--- src/rtl/nlp_pkg.sv ---
// Shared types and constants for the nearest-line search.
// No dependencies; every other file in rtl/ uses this package.
package nlp_pkg;

  localparam int unsigned COEF_W        = 16;
  localparam int unsigned IDX_W         = 10;
  localparam int unsigned CFG_IDX_W     = 1;
  localparam int unsigned CFG_DATA_W    = 16;
  localparam int unsigned MAX_LINES_DEF = 1024;

  typedef logic signed [COEF_W-1:0] coef_t;

  typedef struct packed {
    coef_t coef_a;
    coef_t coef_b;
    coef_t coef_c;
    logic  is_last;
  } line_t;

  typedef struct packed {
    coef_t            best_a;
    coef_t            best_b;
    coef_t            best_c;
    logic [IDX_W-1:0] best_index;
  } best_t;

  typedef enum logic [CFG_IDX_W-1:0] {
    CFG_POINT_X = 1'b0,
    CFG_POINT_Y = 1'b1
  } cfg_reg_e;

  typedef enum logic [2:0] {
    ST_IDLE,
    ST_PROD,
    ST_SUM,
    ST_SQ,
    ST_MUL,
    ST_ADD,
    ST_UPD
  } state_e;

  // Stage load enables from the controller to the datapath
  typedef struct packed {
    logic ld_in;
    logic ld_prod;
    logic ld_sum;
    logic ld_sq;
    logic ld_mul;
    logic ld_add;
    logic commit;
  } cmd_t;

  // Datapath status back to the controller
  typedef struct packed {
    logic emit;      // current line closes the set
    logic out_full;  // output register holds a word that is not taken this cycle
  } stat_t;

endpackage

--- src/rtl/nlp_ctrl.sv ---
// Sequencer for the nearest-line search: walks each line through the datapath stages.
// Depends on nlp_pkg for the state enum and the command/status structs.
module nlp_ctrl (
  input  logic           clk_i,
  input  logic           rst_ni,
  input  logic           in_valid_i,
  output logic           in_ready_o,
  input  nlp_pkg::stat_t stat_i,
  output nlp_pkg::cmd_t  cmd_o
);

  nlp_pkg::state_e state_q, state_d;

  always_ff @(posedge clk_i or negedge rst_ni) begin
    if (!rst_ni) begin
      state_q <= nlp_pkg::ST_IDLE;
    end else begin
      state_q <= state_d;
    end
  end

  always_comb begin
    state_d    = state_q;
    cmd_o      = '0;
    in_ready_o = 1'b0;
    case (state_q)
      nlp_pkg::ST_IDLE: begin
        in_ready_o = 1'b1;
        if (in_valid_i) begin
          cmd_o.ld_in = 1'b1;
          state_d     = nlp_pkg::ST_PROD;
        end
      end
      nlp_pkg::ST_PROD: begin
        cmd_o.ld_prod = 1'b1;
        state_d       = nlp_pkg::ST_SUM;
      end
      nlp_pkg::ST_SUM: begin
        cmd_o.ld_sum = 1'b1;
        state_d      = nlp_pkg::ST_SQ;
      end
      nlp_pkg::ST_SQ: begin
        cmd_o.ld_sq = 1'b1;
        state_d     = nlp_pkg::ST_MUL;
      end
      nlp_pkg::ST_MUL: begin
        cmd_o.ld_mul = 1'b1;
        state_d      = nlp_pkg::ST_ADD;
      end
      nlp_pkg::ST_ADD: begin
        cmd_o.ld_add = 1'b1;
        state_d      = nlp_pkg::ST_UPD;
      end
      nlp_pkg::ST_UPD: begin
        // hold while the closing word has nowhere to go
        if (!(stat_i.emit && stat_i.out_full)) begin
          cmd_o.commit = 1'b1;
          state_d      = nlp_pkg::ST_IDLE;
        end
      end
      default: begin
        state_d = nlp_pkg::ST_IDLE;
      end
    endcase
  end

endmodule

--- config.mk ---
export PLATFORM = sky130hd
export DESIGN_NAME = nlp_ctrl
export DESIGN_NICKNAME = d
export VERILOG_FILES = /design/src/rtl/nlp_pkg.sv /design/src/rtl/nlp_ctrl.sv
export SDC_FILE = /design/constraint.sdc
export NUM_CORES = 1
export LEC_CHECK = 0
export ABC_AREA = 1
export ABC_CLOCK_PERIOD_IN_PS = 2400
export BUFFER_PORTS_ARGS = -buffer_cell sky130_fd_sc_hd__buf_2
export CAP_MARGIN = 20
export CORE_AREA = 10 10 47 49
export DETAILED_ROUTE_END_ITERATION = 12
export DIE_AREA = 0 0 57 59
export PLACE_DENSITY_LB_ADDON = 0.08
export SLEW_MARGIN = 20
export SYNTH_ARGS = -nofsm -noshare
export SYNTH_HDL_FRONTEND = slang
export SYNTH_SLANG_ARGS = --single-unit
--- constraint.sdc ---
create_clock -name clk_i -period 2.4 [get_ports clk_i]
set_clock_uncertainty 0.05 [all_clocks]
set_input_delay 0.36 -clock clk_i [delete_from_list [all_inputs] [get_ports clk_i]]
set_output_delay 0.36 -clock clk_i [all_outputs]
set_load 0.01 [all_outputs]
==> metrics.txt <==
outcome=finished, final reports clean; compound-gate portion of the synthesized area=2.38%; initial antenna violation count=0; gr ovfl total=0; fin crit period=1.56 ns; GP Congestion=0.741; worst ir drop on vdd=0.328 mV; core box area=0.00140 mm²; Largest regs=state_q (3); peak fanout along the critical path=6; routed vias/inst=3.88; fin. max-slew vios=0; Cell Pwr Density=1310 mW/mm²; sequential share of the synthesized area=35.7%; Clk pwr share=22.3%; share of layout cells above drive strength 1=34.7%; simple-gate share of the synthesized area=40.5%; max_cap viols=0; final hold vios=0; Yosys warnings=0; CTS Buf Count=3; share of the synthesized area in the top cell type=35.7%; Die X=57 µm; worst path cell trace=inv_1, nand3_1, inv_1, buf_2; Hold/Removal Path Class=input pin to flop; Final Cycle Share=65.1%; first-pass GRT wire length=1.19 mm; crit start category=flop; Post-CTS Resized=0; crit-path most repeated cell=inv_1; Site Rows=14; Core Util, Final=22.5%; TritonCTS clock tree=done; # DRC=0; largest cells by area after synthesis=dfrtp_1 (36%), inv_1 (16%), nand3_1 (12%), nand2_1 (11%), nor2_1 (7.1%); Cell Area, Synth=210 µm²; setup_tns=0 ns; Leak=0.210 nW; final net count=55; largest net degree at the start of global routing=9; die area=0.00336 mm²; XOR/XNOR Fraction of Synth Area=0%; syn avg cell area=6.37 µm²; Total Routing Usage GR=4.97%; fillcell total=181; commonest non-fill, non-tap cell in the layout=buf_2; Max-slew headroom=81.8%; total power=0.412 mW; Iteration-0 DRC Markers=1; # port buffers=12; Critical Path Sink Type=output pin; fmax=640 MHz; Top Ports=13; Critical Path RT=1.99 ns; Slowest Stage Delay on Critical Path=0.42 ns; H-tree levels=1; post-synthesis cell count=33; Sw Share=47.2%; Int Pwr=0.218 mW; Min Hold Slack=0.385 ns; Initial Util=15.0%; post-DP HPWL=502 µm; Critical Setup Path Class=flop to output pin; crit-path leading delay family=flip-flops; mux cell area share after synthesis=0%; Bufs on Longest Clock Path=2; drt first pass iters=2; Sink Count=3; vias in the first global route=304; number of flip-flops under the largest register name=3; Post-Synth Adder-Cell Area=0%; Syn-to-layout area delta=50.0%; Vias=252; WL final=658 µm; Ant. Diodes=0; antenna viol nets, final=0; Distinct cells, synth=10; Synth area leader=dfrtp_1; sequential group share of total power=30.3%; syn nets=38; RSZ-0062 raised after global routing=no; setup violators final=0; critical path's slowest cell=dfrtp_1; die height=59 µm; Tightest Pin Transition=0.273 ns; commonest cells after routing, fill and taps aside=buf_2 (12), inv_1 (9), nand2_1 (6); flop and latch count out of synthesis=3; Worst Path Buf+Inv=3; WL per Instance=10.1 µm; combinational group share of total power=47.4%; main combinational cell family by area after synthesis=simple AND/OR/NAND/NOR gates; clk slew on worst S/H paths=0.04 ns; Reg2Reg Setup Slack=1.44 ns; WP data arrival=1.15 ns; register with the most flip-flops=state_q; Psw=0.194 mW; Skew-Pair Late Insertion Delay=0.24 ns; Root Buffer=clkbuf_4
[final cells by class]
type,instances,area (µm²),area share (%)
clock buffer,4,26.3,8.33
inverter,9,33.8,10.7
multi-input combinational,20,90.1,28.6
sequential,3,75.1,23.8
tap,16,20.0,6.35
timing repair buffer,13,70.1,22.2
[cells by family after synthesis]
group	Yosys count
AOI/OAI and AO/OA	1
and+or+nand+nor	19
buffers and inverters	10
DFF	3
[through the flow]
stage / cell area [µm²] / setup slack (ns) / cells
2_1_floorplan: 210 / 1.17 / 33
3_3_place_gp: 279 / 1.09 / 60
3_5_place_dp: 279 / 1.08 / 60
4_1_cts: 315 / 0.820 / 65
5_1_grt: 315 / 0.691 / 65
6_report: 315 / 0.838 / 65
[final timing paths]
path                                        startpoint                     end  cells after the start
worst max-delay path            state_q[2]$_DFFE_PN0P_                cmd_o[4]                      4
worst min-delay path                        in_valid_i  state_q[0]$_DFFE_PN0P_                      5
worst max register to register  state_q[1]$_DFFE_PN0P_  state_q[0]$_DFFE_PN0P_                      4
min in group asynchronous                       rst_ni  state_q[1]$_DFFE_PN0P_                      2
worst min register to register  state_q[2]$_DFFE_PN0P_  state_q[2]$_DFFE_PN0P_                      2
max in group asynchronous                       rst_ni  state_q[0]$_DFFE_PN0P_                      2
[synth_stat cells]
cell,number
a21oi_1,1
buf_6,1
dfrtp_1,3
inv_1,9
nand2_1,6
nand2_2,1
nand3_1,5
nor2_1,4
nor2_2,1
nor3_1,2
[layer usage]
metal,vias to the layer above,routed length (µm),GRT usage [%]
li1,129,-,-
met1,108,235,4.03
met2,11,326,6.98
met3,4,59,2.58
met4,0,37,8.05
met5,-,0,0
[power by group through the flow]
stage / Sequential [mW] / Combinational [mW] / Clock [mW]
after global routing: 0.136 / 0.233 / 0.0963
after global placement: 0.127 / 0.199 / 0
after CTS: 0.127 / 0.201 / 0.0939
after floorplan: 0.100 / 0.160 / 0
final: 0.125 / 0.195 / 0.0919
after detailed placement: 0.128 / 0.199 / 0
[tightest hold or removal path, cell delays in order]
cell     delay (ns)
buf_2          0.08
inv_1          0.04
nand3_1        0.07
nand2_1        0.05
inv_1          0.04
[timing repair]
action,CTS,global route
setup buffers,0,0
hold buffers,1,0
endpoints found under the hold margin,3,0
(Power assumes the default switching activity.)
